**config.mk**
```make
export PLATFORM = sky130hd
export DESIGN_NAME = unsigned_to_ascii_radix
export DESIGN_NICKNAME = d
export VERILOG_FILES = /design/src/hw/rtl/uar_pkg.sv /design/src/hw/rtl/uar_dabble.sv /design/src/hw/rtl/uar_emit.sv /design/src/hw/rtl/unsigned_to_ascii_radix.sv
export SDC_FILE = /design/constraint.sdc
export NUM_CORES = 1
export LEC_CHECK = 0
export ABC_AREA = 1
export ABC_CLOCK_PERIOD_IN_PS = 4550
export BUFFER_PORTS_ARGS = -buffer_cell sky130_fd_sc_hd__buf_2
export CAP_MARGIN = 0
export CORE_MARGIN = 10
export CORE_UTILIZATION = 40
export CTS_CLUSTER_DIAMETER = 100
export DETAILED_ROUTE_END_ITERATION = 12
export GPL_TIMING_DRIVEN = 1
export PLACE_DENSITY = 0.57
export SLEW_MARGIN = 20
export SYNTH_ARGS = -nofsm -noshare
export SYNTH_HDL_FRONTEND = slang
export SYNTH_SLANG_ARGS = --single-unit
```
**constraint.sdc**
```tcl
create_clock -name clk -period 4.55 [get_ports clk]
set_clock_uncertainty 0.05 [all_clocks]
set_input_delay 0.2275 -clock clk [delete_from_list [all_inputs] [get_ports clk]]
set_output_delay 0.2275 -clock clk [all_outputs]
set_load 0.02 [all_outputs]
```
**src/hw/rtl/uar_pkg.sv**
```systemverilog
package uar_pkg;

	// Width of the converted value; input bits above it are ignored.
	localparam int VALUE_WIDTH = 32;
	localparam int IN_W = 32;
	localparam int CONV_W = (VALUE_WIDTH < IN_W) ? VALUE_WIDTH : IN_W;

	// Digit counts per radix. Decimal uses floor(W * log10(2)) + 1.
	localparam int NHEX = (CONV_W + 3) / 4;
	localparam int NDEC = (CONV_W * 1233) / 4096 + 1;

	// Digit buffer of the emitter holds the longest left-aligned digit word.
	localparam int BUF_W = (4 * NDEC > 4 * NHEX) ? 4 * NDEC : 4 * NHEX;
	localparam int CNT_W = $clog2(CONV_W + 1);
	localparam int BIT_CNT_W = $clog2(CONV_W + 1);

	// Radix selector codes.
	localparam logic [1:0] KIND_BIN = 2'd0;
	localparam logic [1:0] KIND_DEC = 2'd1;
	localparam int KIND_HEX_BIT = 1;

	// ASCII codes.
	localparam logic [6:0] ASCII_ZERO = 7'd48;
	localparam logic [6:0] ASCII_NINE = 7'd57;
	localparam logic [6:0] ASCII_LOWER_A = 7'd97;
	localparam logic [6:0] ASCII_LOWER_F = 7'd102;
	localparam logic [3:0] DIGIT_TEN = 4'd10;

	// Load request from the top level into the emitter.
	typedef struct packed {
		logic             valid;
		logic [BUF_W-1:0] word;
		logic [CNT_W-1:0] ndig;
		logic             wide;
	} emit_load_t;

endpackage

```
**src/hw/rtl/uar_dabble.sv**
```systemverilog
module uar_dabble (
	input  logic                      clk,
	input  logic                      arst_n,
	input  logic                      start,
	input  logic [uar_pkg::CONV_W-1:0] value,
	output logic                      busy,
	output logic                      done,
	output logic [4*uar_pkg::NDEC-1:0] bcd
);
	import uar_pkg::*;

	logic [CONV_W-1:0]    sh_q;
	logic [4*NDEC-1:0]    bcd_q;
	logic [4*NDEC-1:0]    bcd_adj;
	logic [BIT_CNT_W-1:0] cnt_q;
	logic                 done_q;

	// Add three to every BCD digit of five or more before the next shift.
	always_comb begin
		for (int i = 0; i < NDEC; i++) begin
			if (bcd_q[4*i +: 4] >= 4'd5) begin
				bcd_adj[4*i +: 4] = bcd_q[4*i +: 4] + 4'd3;
			end else begin
				bcd_adj[4*i +: 4] = bcd_q[4*i +: 4];
			end
		end
	end

	// Control: bit counter and completion pulse.
	always_ff @(posedge clk or negedge arst_n) begin
		if (!arst_n) begin
			cnt_q  <= '0;
			done_q <= 1'b0;
		end else begin
			done_q <= !start && (cnt_q == BIT_CNT_W'(1));
			if (start) begin
				cnt_q <= BIT_CNT_W'(CONV_W);
			end else if (cnt_q != '0) begin
				cnt_q <= cnt_q - 1'b1;
			end
		end
	end

	// Datapath: shift one binary bit, most significant first, into the BCD word.
	always_ff @(posedge clk) begin
		if (start) begin
			sh_q  <= value;
			bcd_q <= '0;
		end else if (cnt_q != '0) begin
			sh_q  <= sh_q << 1;
			bcd_q <= {bcd_adj[4*NDEC-2:0], sh_q[CONV_W-1]};
		end
	end

	assign busy = (cnt_q != '0) || done_q;
	assign done = done_q;
	assign bcd  = bcd_q;

endmodule

```
**src/hw/rtl/uar_emit.sv**
```systemverilog
module uar_emit (
	input  logic                clk,
	input  logic                arst_n,
	input  uar_pkg::emit_load_t load,
	output logic                busy,
	output logic                m_tvalid,
	input  logic                m_tready,
	output logic [7:0]          m_tdata, // [6:0] character, [7] zero fill
	output logic                m_tlast
);
	import uar_pkg::*;

	logic [BUF_W-1:0] word_q;
	logic [CNT_W-1:0] left_q;
	logic             wide_q;
	logic             seen_q;
	logic             valid_q;
	logic [6:0]       char_q;
	logic             last_q;

	logic [3:0]       digit;
	logic             show;
	logic             out_free;
	logic             step;
	logic [6:0]       ascii;

	// Pick the top digit and decide whether it is printed or skipped as a leading zero.
	always_comb begin
		if (wide_q) begin
			digit = word_q[BUF_W-1 -: 4];
		end else begin
			digit = {3'b000, word_q[BUF_W-1]};
		end
		show     = (left_q == CNT_W'(1)) || (digit != 4'd0) || seen_q;
		out_free = !valid_q || m_tready;
		step     = (left_q != '0) && (!show || out_free);
		if (digit < DIGIT_TEN) begin
			ascii = ASCII_ZERO + 7'(digit);
		end else begin
			ascii = ASCII_LOWER_A + 7'(digit - DIGIT_TEN);
		end
	end

	// Control: digit count, leading-zero flag and output beat valid.
	always_ff @(posedge clk or negedge arst_n) begin
		if (!arst_n) begin
			left_q  <= '0;
			seen_q  <= 1'b0;
			valid_q <= 1'b0;
		end else begin
			if (load.valid) begin
				left_q <= load.ndig;
				seen_q <= 1'b0;
			end else if (step) begin
				left_q <= left_q - 1'b1;
				if (show) begin
					seen_q <= 1'b1;
				end
			end
			if (!load.valid && step && show) begin
				valid_q <= 1'b1;
			end else if (m_tready) begin
				valid_q <= 1'b0;
			end
		end
	end

	// Datapath: digit shift register and output register.
	always_ff @(posedge clk) begin
		if (load.valid) begin
			word_q <= load.word;
			wide_q <= load.wide;
		end else if (step) begin
			if (wide_q) begin
				word_q <= word_q << 4;
			end else begin
				word_q <= word_q << 1;
			end
			if (show) begin
				char_q <= ascii;
				last_q <= (left_q == CNT_W'(1));
			end
		end
	end

	assign busy     = (left_q != '0) || valid_q;
	assign m_tvalid = valid_q;
	assign m_tdata  = {1'b0, char_q};
	assign m_tlast  = last_q;

endmodule

```
**src/hw/rtl/unsigned_to_ascii_radix.sv**
```systemverilog
// Unsigned number to ASCII digit string converter.
// Slave channel: one beat per number. s_tdata carries the value, s_tuser the
// radix selector (0 binary, 1 decimal, 2 or 3 hexadecimal).
// Master channel: one beat per character, most significant digit first,
// leading zeros dropped; a zero value gives a single '0'. Hex digits above
// nine are lower-case. m_tlast marks the final character of each number.
// Binary and hex values go straight into the digit shift register; decimal
// values first pass a bit-serial double-dabble unit, one bit per cycle, that
// hands the BCD result over. The emitter then steps through every digit
// position, skipped leading zeros included: 32 positions for binary, 8 for
// hex, 10 for decimal.
// One number is converted at a time: s_tready is high only when the block
// holds no work and no pending output beat. A stalled receiver holds the
// current character in the output register and pauses the digit shift.
// Reset clears all control state; nothing is kept between numbers.
module unsigned_to_ascii_radix (
	input  logic        clk,
	input  logic        arst_n,
	input  logic        s_tvalid,
	output logic        s_tready,
	input  logic [31:0] s_tdata,  // [31:0] value
	input  logic [1:0]  s_tuser,  // [1:0] kind
	output logic        m_tvalid,
	input  logic        m_tready,
	output logic [7:0]  m_tdata,  // [6:0] character, [7] zero fill
	output logic        m_tlast
);
	import uar_pkg::*;

	logic               accept;
	logic [CONV_W-1:0]  v;
	logic               dab_start;
	logic               dab_busy;
	logic               dab_done;
	logic [4*NDEC-1:0]  dab_bcd;
	logic               emit_busy;
	emit_load_t         load;

	assign accept = s_tvalid && s_tready;
	assign v      = s_tdata[CONV_W-1:0];

	// Route the number: decimal through the BCD converter, others straight to the emitter.
	always_comb begin
		dab_start  = accept && (s_tuser == KIND_DEC);
		load.valid = 1'b0;
		load.word  = '0;
		load.ndig  = '0;
		load.wide  = 1'b0;
		if (dab_done) begin
			load.valid = 1'b1;
			load.word  = BUF_W'(dab_bcd) << (BUF_W - 4 * NDEC);
			load.ndig  = CNT_W'(NDEC);
			load.wide  = 1'b1;
		end else if (accept && s_tuser[KIND_HEX_BIT]) begin
			load.valid = 1'b1;
			load.word  = BUF_W'(v) << (BUF_W - 4 * NHEX);
			load.ndig  = CNT_W'(NHEX);
			load.wide  = 1'b1;
		end else if (accept && (s_tuser == KIND_BIN)) begin
			load.valid = 1'b1;
			load.word  = BUF_W'(v) << (BUF_W - CONV_W);
			load.ndig  = CNT_W'(CONV_W);
			load.wide  = 1'b0;
		end
	end

	assign s_tready = !dab_busy && !emit_busy;

	uar_dabble u_dabble (
		.clk    (clk),
		.arst_n (arst_n),
		.start  (dab_start),
		.value  (v),
		.busy   (dab_busy),
		.done   (dab_done),
		.bcd    (dab_bcd)
	);

	uar_emit u_emit (
		.clk      (clk),
		.arst_n   (arst_n),
		.load     (load),
		.busy     (emit_busy),
		.m_tvalid (m_tvalid),
		.m_tready (m_tready),
		.m_tdata  (m_tdata),
		.m_tlast  (m_tlast)
	);

	// No new number is taken while a character is still pending.
	a_ready_idle: assert property (@(posedge clk) disable iff (!arst_n)
		s_tready |-> !m_tvalid)
		else $error("input accepted while output beat pending");

	// The BCD result only arrives when the emitter is free to take it.
	a_done_free: assert property (@(posedge clk) disable iff (!arst_n)
		dab_done |-> !emit_busy)
		else $error("BCD result arrived while emitter busy");

	// Every output beat is a valid digit character.
	a_char_range: assert property (@(posedge clk) disable iff (!arst_n)
		m_tvalid |-> ((m_tdata[6:0] >= ASCII_ZERO) && (m_tdata[6:0] <= ASCII_NINE)) ||
		             ((m_tdata[6:0] >= ASCII_LOWER_A) && (m_tdata[6:0] <= ASCII_LOWER_F)))
		else $error("output character out of range");

	// An accepted number always starts work in one of the two units.
	a_accept_work: assert property (@(posedge clk) disable iff (!arst_n)
		accept |=> (dab_busy || emit_busy))
		else $error("accepted number started no work");

endmodule
```
==> results of run 1 <==
-- critical path: stages, from the launching register on --
cell,delay (ns)
dfrtp_1,0.39
inv_1,0.09
ha_1,0.23
nand3_2,0.11
buf_4,0.53
inv_2,0.40
nand2_1,0.49
buf_4,0.40
-- layout make-up --
class | instances | area share
Clock buffer | 19 | 0.0519
Clock inverter | 13 | 0.0208
Inverter | 162 | 0.0713
Multi-Input combinational cell | 568 | 0.361
Sequential cell | 136 | 0.423
Tap cell | 234 | 0.0343
Timing Repair Buffer | 58 | 0.0375
-- cells by family after synthesis --
kind of cell / Yosys count
simple gates: 310
compound gates: 213
buf+inv: 205
flops: 136
fa+ha+maj: 31
xor+xnor: 9
mux: 4
other cells: 1
-- placed cells by master, fill, tap and decap left out, drive strengths merged, types with 7 or more instances in the layout --
| cell | count |
|---|---|
| buf | 57 |
| dfrtp | 15 |
| xor2 | 8 |
| clkbuf | 19 |
| edfxtp | 81 |
| dfxtp | 40 |
| clkinv | 8 |
| o211ai | 47 |
| nand2 | 206 |
| nor2 | 37 |
| ha | 31 |
| inv | 162 |
| nand4 | 7 |
| o22ai | 8 |
| a21oi | 18 |
| nand3 | 54 |
| o21ai | 123 |
-- power breakdown --
| group | internal [mW] | switching (mW) | total (mW) | leakage, nW |
|---|---|---|---|---|
| sequential | 2.00 | 0.368 | 2.36 | 1.33 |
| combinational | 0.857 | 1.32 | 2.18 | 2.40 |
| clock | 0.927 | 0.529 | 1.46 | 0.304 |
| total | 3.78 | 2.22 | 6.00 | 4.03 |
-- state kept, by name, summed over array words and instances (netlist names) --
register,cells
u_emit.m_tvalid,1
u_dabble.done,1
u_emit.char_q,7
u_emit.m_tlast,1
u_dabble.sh_q,32
u_emit.word_q,40
u_emit.seen_q,1
u_dabble.bcd,40
u_dabble.cnt_q,6
u_emit.left_q,6
u_emit.wide_q,1
-- metrics by stage --
step                      cell area (sq um)  hold slack (ns)  cells  worst slack [ns]  total power, mW
after CTS                              8530           0.0170   1190              1.42             6.05
after global placement                 7900            0.113   1157              1.46             4.54
after detailed placement               7900            0.115   1157              1.40             4.57
after global routing                   8530           0.0545   1190              1.18             6.56
final                                  8530           0.0235   1190              1.48             6.00
after floorplan                        7500           -0.118    909              1.76             4.04
-- layer usage --
| metal | part of all wire | up-vias | global-route usage |
|---|---|---|---|
| li1 | - | 3078 | - |
| met1 | 0.47 | 2761 | 0.182 |
| met2 | 0.48 | 86 | 0.238 |
| met3 | 0.035 | 16 | 0.0297 |
| met4 | 0.012 | 0 | 0.0463 |
| met5 | 0 | - | 0 |
-- worst paths after layout --
check	start	endpoint
worst max-delay path	u_dabble.cnt_q[0]	u_dabble.sh_q[26]
worst min register to register	u_emit.seen_q	u_emit.seen_q
worst min-delay path	m_tready	u_emit.m_tvalid
min in group asynchronous	arst_n	u_dabble.cnt_q[1]
worst max register to register	u_dabble.cnt_q[0]	u_dabble.sh_q[26]
max in group asynchronous	arst_n	u_emit.left_q[4]
-- repair_timing --
action | in CTS | in global routing
hold buffers | 1 | 0
gates resized for setup | 0 | 0
endpoints found under the hold margin | 15 | 0
==> impl_metrics.json, run 1 <==
{
  "holdPathStages": 4,
  "netlist.area_leader.share": 0.324,
  "area_growth_pct": 13.8,
  "path_clk_slew_ns": 0.06,
  "start_util": 0.404,
  "rows": 50,
  "syn-num-nets": 978,
  "avgSynthCellArea_sq_um": 8.25,
  "cts_tree": "yes",
  "drt-vias-per-instance": 4.99,
  "netlist_instances": 909,
  "seqCellArea_sq_mm": 0.00361,
  "synth.most_common_cell": "nand2_1",
  "post-cts-setup-buffers": 0,
  "clk_path_buf_depth": 2,
  "boundaryPins": 49,
  "nFillCells": 1840,
  "cp.required_ns": 4.59,
  "synth_xor_area_frac": 0.0105,
  "fmax_ghz": 0.326,
  "fp.dieW_um": 157,
  "ant_nets": 0,
  "r2r_slack_ns": 1.48,
  "hold_viol": 0,
  "synthAdderAreaFrac": 0.0517,
  "worst_slew_pin_slew_ns": 0.881,
  "antenna_found_initial": 0,
  "ys_warn_count": 0,
  "hold_path_class": "in -> reg",
  "synth_top_family_by_area": "simple AND/OR/NAND/NOR gates",
  "grt_usage": 0.143,
  "grt_pass1_wl_mm": 28.4,
  "ys_types": 41,
  "layout.nets": 1012,
  "power_density_mw_per_mm2": 703,
  "fin_tns_setup_ns": 0,
  "worst-r2r-cell-count": 7,
  "ys_top_cells_by_count": "205 x nand2_1, 160 x inv_1, 110 x o21ai_0",
  "synth-compound-area-share": 0.168,
  "synth_ff_type": "edfxtp_1",
  "wl_per_cell_um": 14.2,
  "drt_wl_total_mm": 16.9,
  "cp-start-kind": "flip-flop",
  "yosys-top-cells-area": "edfxtp_1 32%, dfxtp_1 11%, nand2_1 10%",
  "drtIter0Drc": 350,
  "path_class": "reg -> reg",
  "p_leak_nw": 4.03,
  "die_h_um": 157,
  "setup_viol": 0,
  "synth_seq_cells": 136,
  "clk_latency_ns": 0.43,
  "slew_violations": 0,
  "status": "completed",
  "multi_input_area_sq_mm": 0.00308,
  "gr-total-overflow": 0,
  "synth_async_sr_flop_share": 0.110,
  "diodes": 0,
  "drive_above_1_share": 0.108,
  "cts_made_buffers": 17,
  "maxSlewHeadroom": 0.412,
  "coreArea_sq_mm": 0.0186,
  "numPortBuffers": 47,
  "worstPathArrival_ns": 3.11,
  "grt_max_degree": 69,
  "drc_errors": 0,
  "yosysSeqAreaShare": 0.481,
  "synth-simple-area-share": 0.175,
  "first_pass_iters": 5,
  "dpl.hpwl_mm": 11.7,
  "globalplace.congestion": 0.820,
  "mappedNetlistArea_sq_mm": 0.00750,
  "vias": 5941,
  "die_area_sq_mm": 0.0246,
  "cts_num_sinks": 136,
  "synth_mux_area_frac": 0.00534,
  "post-route-period-util": 0.675,
  "critical_path.max_fanout": 65,
  "worst_setup_path_end_kind": "flip-flop",
  "synth_edf_count": 81,
  "grt_setup_unrepaired": "false",
  "vdd_drop_max_v": 0.000278,
  "maxCapViolations": 0,
  "synth_top_area_cell": "edfxtp_1",
  "finalCriticalPeriod_ns": 3.07,
  "grt_pass1_vias": 5645,
  "htreeDepth": 4,
  "cts-root-buf": "clkbuf_16",
  "fin_util": 0.459
}
Power figures use the tool's default switching activity.
==> run 2: changes to the inputs <==
--- a/config.mk
+++ b/config.mk
@@ -6,7 +6,7 @@
 export NUM_CORES = 1
 export LEC_CHECK = 0
 export ABC_AREA = 1
-export ABC_CLOCK_PERIOD_IN_PS = 4550
+export ABC_CLOCK_PERIOD_IN_PS = 3100
 export BUFFER_PORTS_ARGS = -buffer_cell sky130_fd_sc_hd__buf_2
 export CAP_MARGIN = 0
 export CORE_MARGIN = 10
==> constraint.sdc (replaced) <==
create_clock -name clk -period 3.1 [get_ports clk]
set_clock_uncertainty 0.05 [all_clocks]
set_input_delay 0.155 -clock clk [delete_from_list [all_inputs] [get_ports clk]]
set_output_delay 0.155 -clock clk [all_outputs]
set_load 0.02 [all_outputs]
==> impl_metrics.json, run 2 (synthesis gave the netlist of run 1 again) <==
{
  "ctsHoldBuffers": 2,
  "min_to": "u_dabble.sh_q[23]",
  "worst-r2r-cell-count": 11,
  "final_common_cell": "nand2_1",
  "cts_num_sinks": 136,
  "pre_cts_ws_ns": 0.611,
  "power_density_mw_per_mm2": 1020,
  "diodes": 0,
  "cts-root-buf": "clkbuf_16",
  "fin_ws_ns": 0.628,
  "die_h_um": 157,
  "slew_violations": 0,
  "cts_made_buffers": 17,
  "vias": 5968,
  "htreeDepth": 4,
  "post-cts-setup-buffers": 0,
  "dpl.hpwl_mm": 12.0,
  "grt_pass1_vias": 5565,
  "drc_errors": 0,
  "vdd_drop_max_v": 0.000337,
  "grt_max_degree": 44,
  "hold_path_class": "in -> reg",
  "cp-start-kind": "flip-flop",
  "final_cell_mix": "205 x nand2_1, 160 x inv_1, 110 x o21ai_0, 81 x edfxtp_1, 51 x nand3_1",
  "ant_nets": 0,
  "status": "completed",
  "start_util": 0.404,
  "drt-vias-per-instance": 4.98,
  "power.total_mw": 8.78,
  "critical_path.max_fanout": 13,
  "setup_viol": 0,
  "fin_tns_setup_ns": 0,
  "path_class": "reg -> reg",
  "finalCriticalPeriod_ns": 2.47,
  "numPortBuffers": 47,
  "clk_path_buf_depth": 2,
  "gr-total-overflow": 0,
  "fmax_ghz": 0.405,
  "post-route-period-util": 0.797,
  "fin_util": 0.463,
  "grt_setup_unrepaired": "false",
  "hold_viol": 0,
  "coreArea_sq_mm": 0.0186,
  "globalplace.congestion": 0.830,
  "grt_pass1_wl_mm": 28.2,
  "reg2reg_from": "u_emit.wide_q",
  "die_area_sq_mm": 0.0246,
  "drtIter0Drc": 458,
  "fp.dieW_um": 157,
  "area_growth_pct": 14.8,
  "holdPathStages": 3,
  "boundaryPins": 49,
  "path_clk_slew_ns": 0.06,
  "cts_resized": 0,
  "drive_above_1_share": 0.116,
  "drt_wl_total_mm": 16.9,
  "antenna_found_initial": 0,
  "nFillCells": 1800,
  "r2r_slack_ns": 0.63,
  "worst_setup_path_end_kind": "flip-flop",
  "grt_usage": 0.141,
  "maxCapViolations": 0,
  "p_leak_nw": 4.07,
  "rr_endpoint": "u_emit.char_q[0]",
  "min_from": "s_tdata[23]",
  "layout.nets": 1021,
  "cp.required_ns": 3.16,
  "wl_per_cell_um": 14.1,
  "first_pass_iters": 5,
  "worstPathArrival_ns": 2.53,
  "rows": 50,
  "clk_latency_ns": 0.43,
  "cts_tree": "yes"
}
==> run 2: area by class of cell <==
cell class | instances | area, sq um | share of cell area
timing repair buffer | 67 | 403 | 0.0468
clock buffer | 21 | 493 | 0.0573
inverter | 162 | 608 | 0.0707
clock inverter | 11 | 118 | 0.0137
multi-input combinational | 568 | 3080 | 0.358
sequential | 136 | 3610 | 0.419
tap | 234 | 293 | 0.0340
==> run 2: how the worst max path moves through the flow <==
stage	start	end	slack (ns)	cells after the start
after CTS	u_emit.wide_q	u_emit.char_q[0]	0.60	11
after floorplan	u_dabble.cnt_q[0]	u_dabble.sh_q[0]	0.31	8
after global routing	u_emit.wide_q	u_emit.char_q[1]	0.33	11
after global placement	u_emit.wide_q	u_emit.char_q[0]	0.65	11
after detailed placement	u_emit.wide_q	u_emit.char_q[0]	0.61	11
final	u_emit.wide_q	u_emit.char_q[0]	0.63	11
==> run 2: power by group <==
| group | switching, mW | internal (mW) | total [mW] |
|---|---|---|---|
| logic | 1.95 | 1.29 | 3.25 |
| clock network | 0.779 | 1.29 | 2.07 |
| registers | 0.536 | 2.93 | 3.46 |
==> run 2: per-layer routing <==
layer / wire length [um] / up-vias / track usage
li1: - / 3104 / -
met1: 8220 / 2740 / 0.188
met2: 7770 / 106 / 0.224
met3: 707 / 18 / 0.0273
met4: 235 / 0 / 0.0517
met5: 0 / - / 0
==> run 2: per-stage QoR <==
| stage | hold WS, ns | instances | cell area [sq um] |
|---|---|---|---|
| 2_1_floorplan | -0.191 | 909 | 7500 |
| 5_1_grt | 0.0314 | 1199 | 8610 |
| 6_report | 0.0209 | 1199 | 8610 |
| 3_5_place_dp | 0.0434 | 1165 | 7980 |
| 3_3_place_gp | 0.0418 | 1165 | 7980 |
| 4_1_cts | 0.0212 | 1199 | 8610 |
==> run 2: worst max-delay path, stage by stage (launching register included) <==
cell and delay (ns):
edfxtp_1 0.52, o21ai_0 0.21, buf_4 0.16, ha_1 0.15, nand3_1 0.07, nor2_1 0.09, nand2_1 0.09, a21boi_2 0.22
inv_1 0.09, nor2_1 0.15, nand2_1 0.11, inv_1 0.24
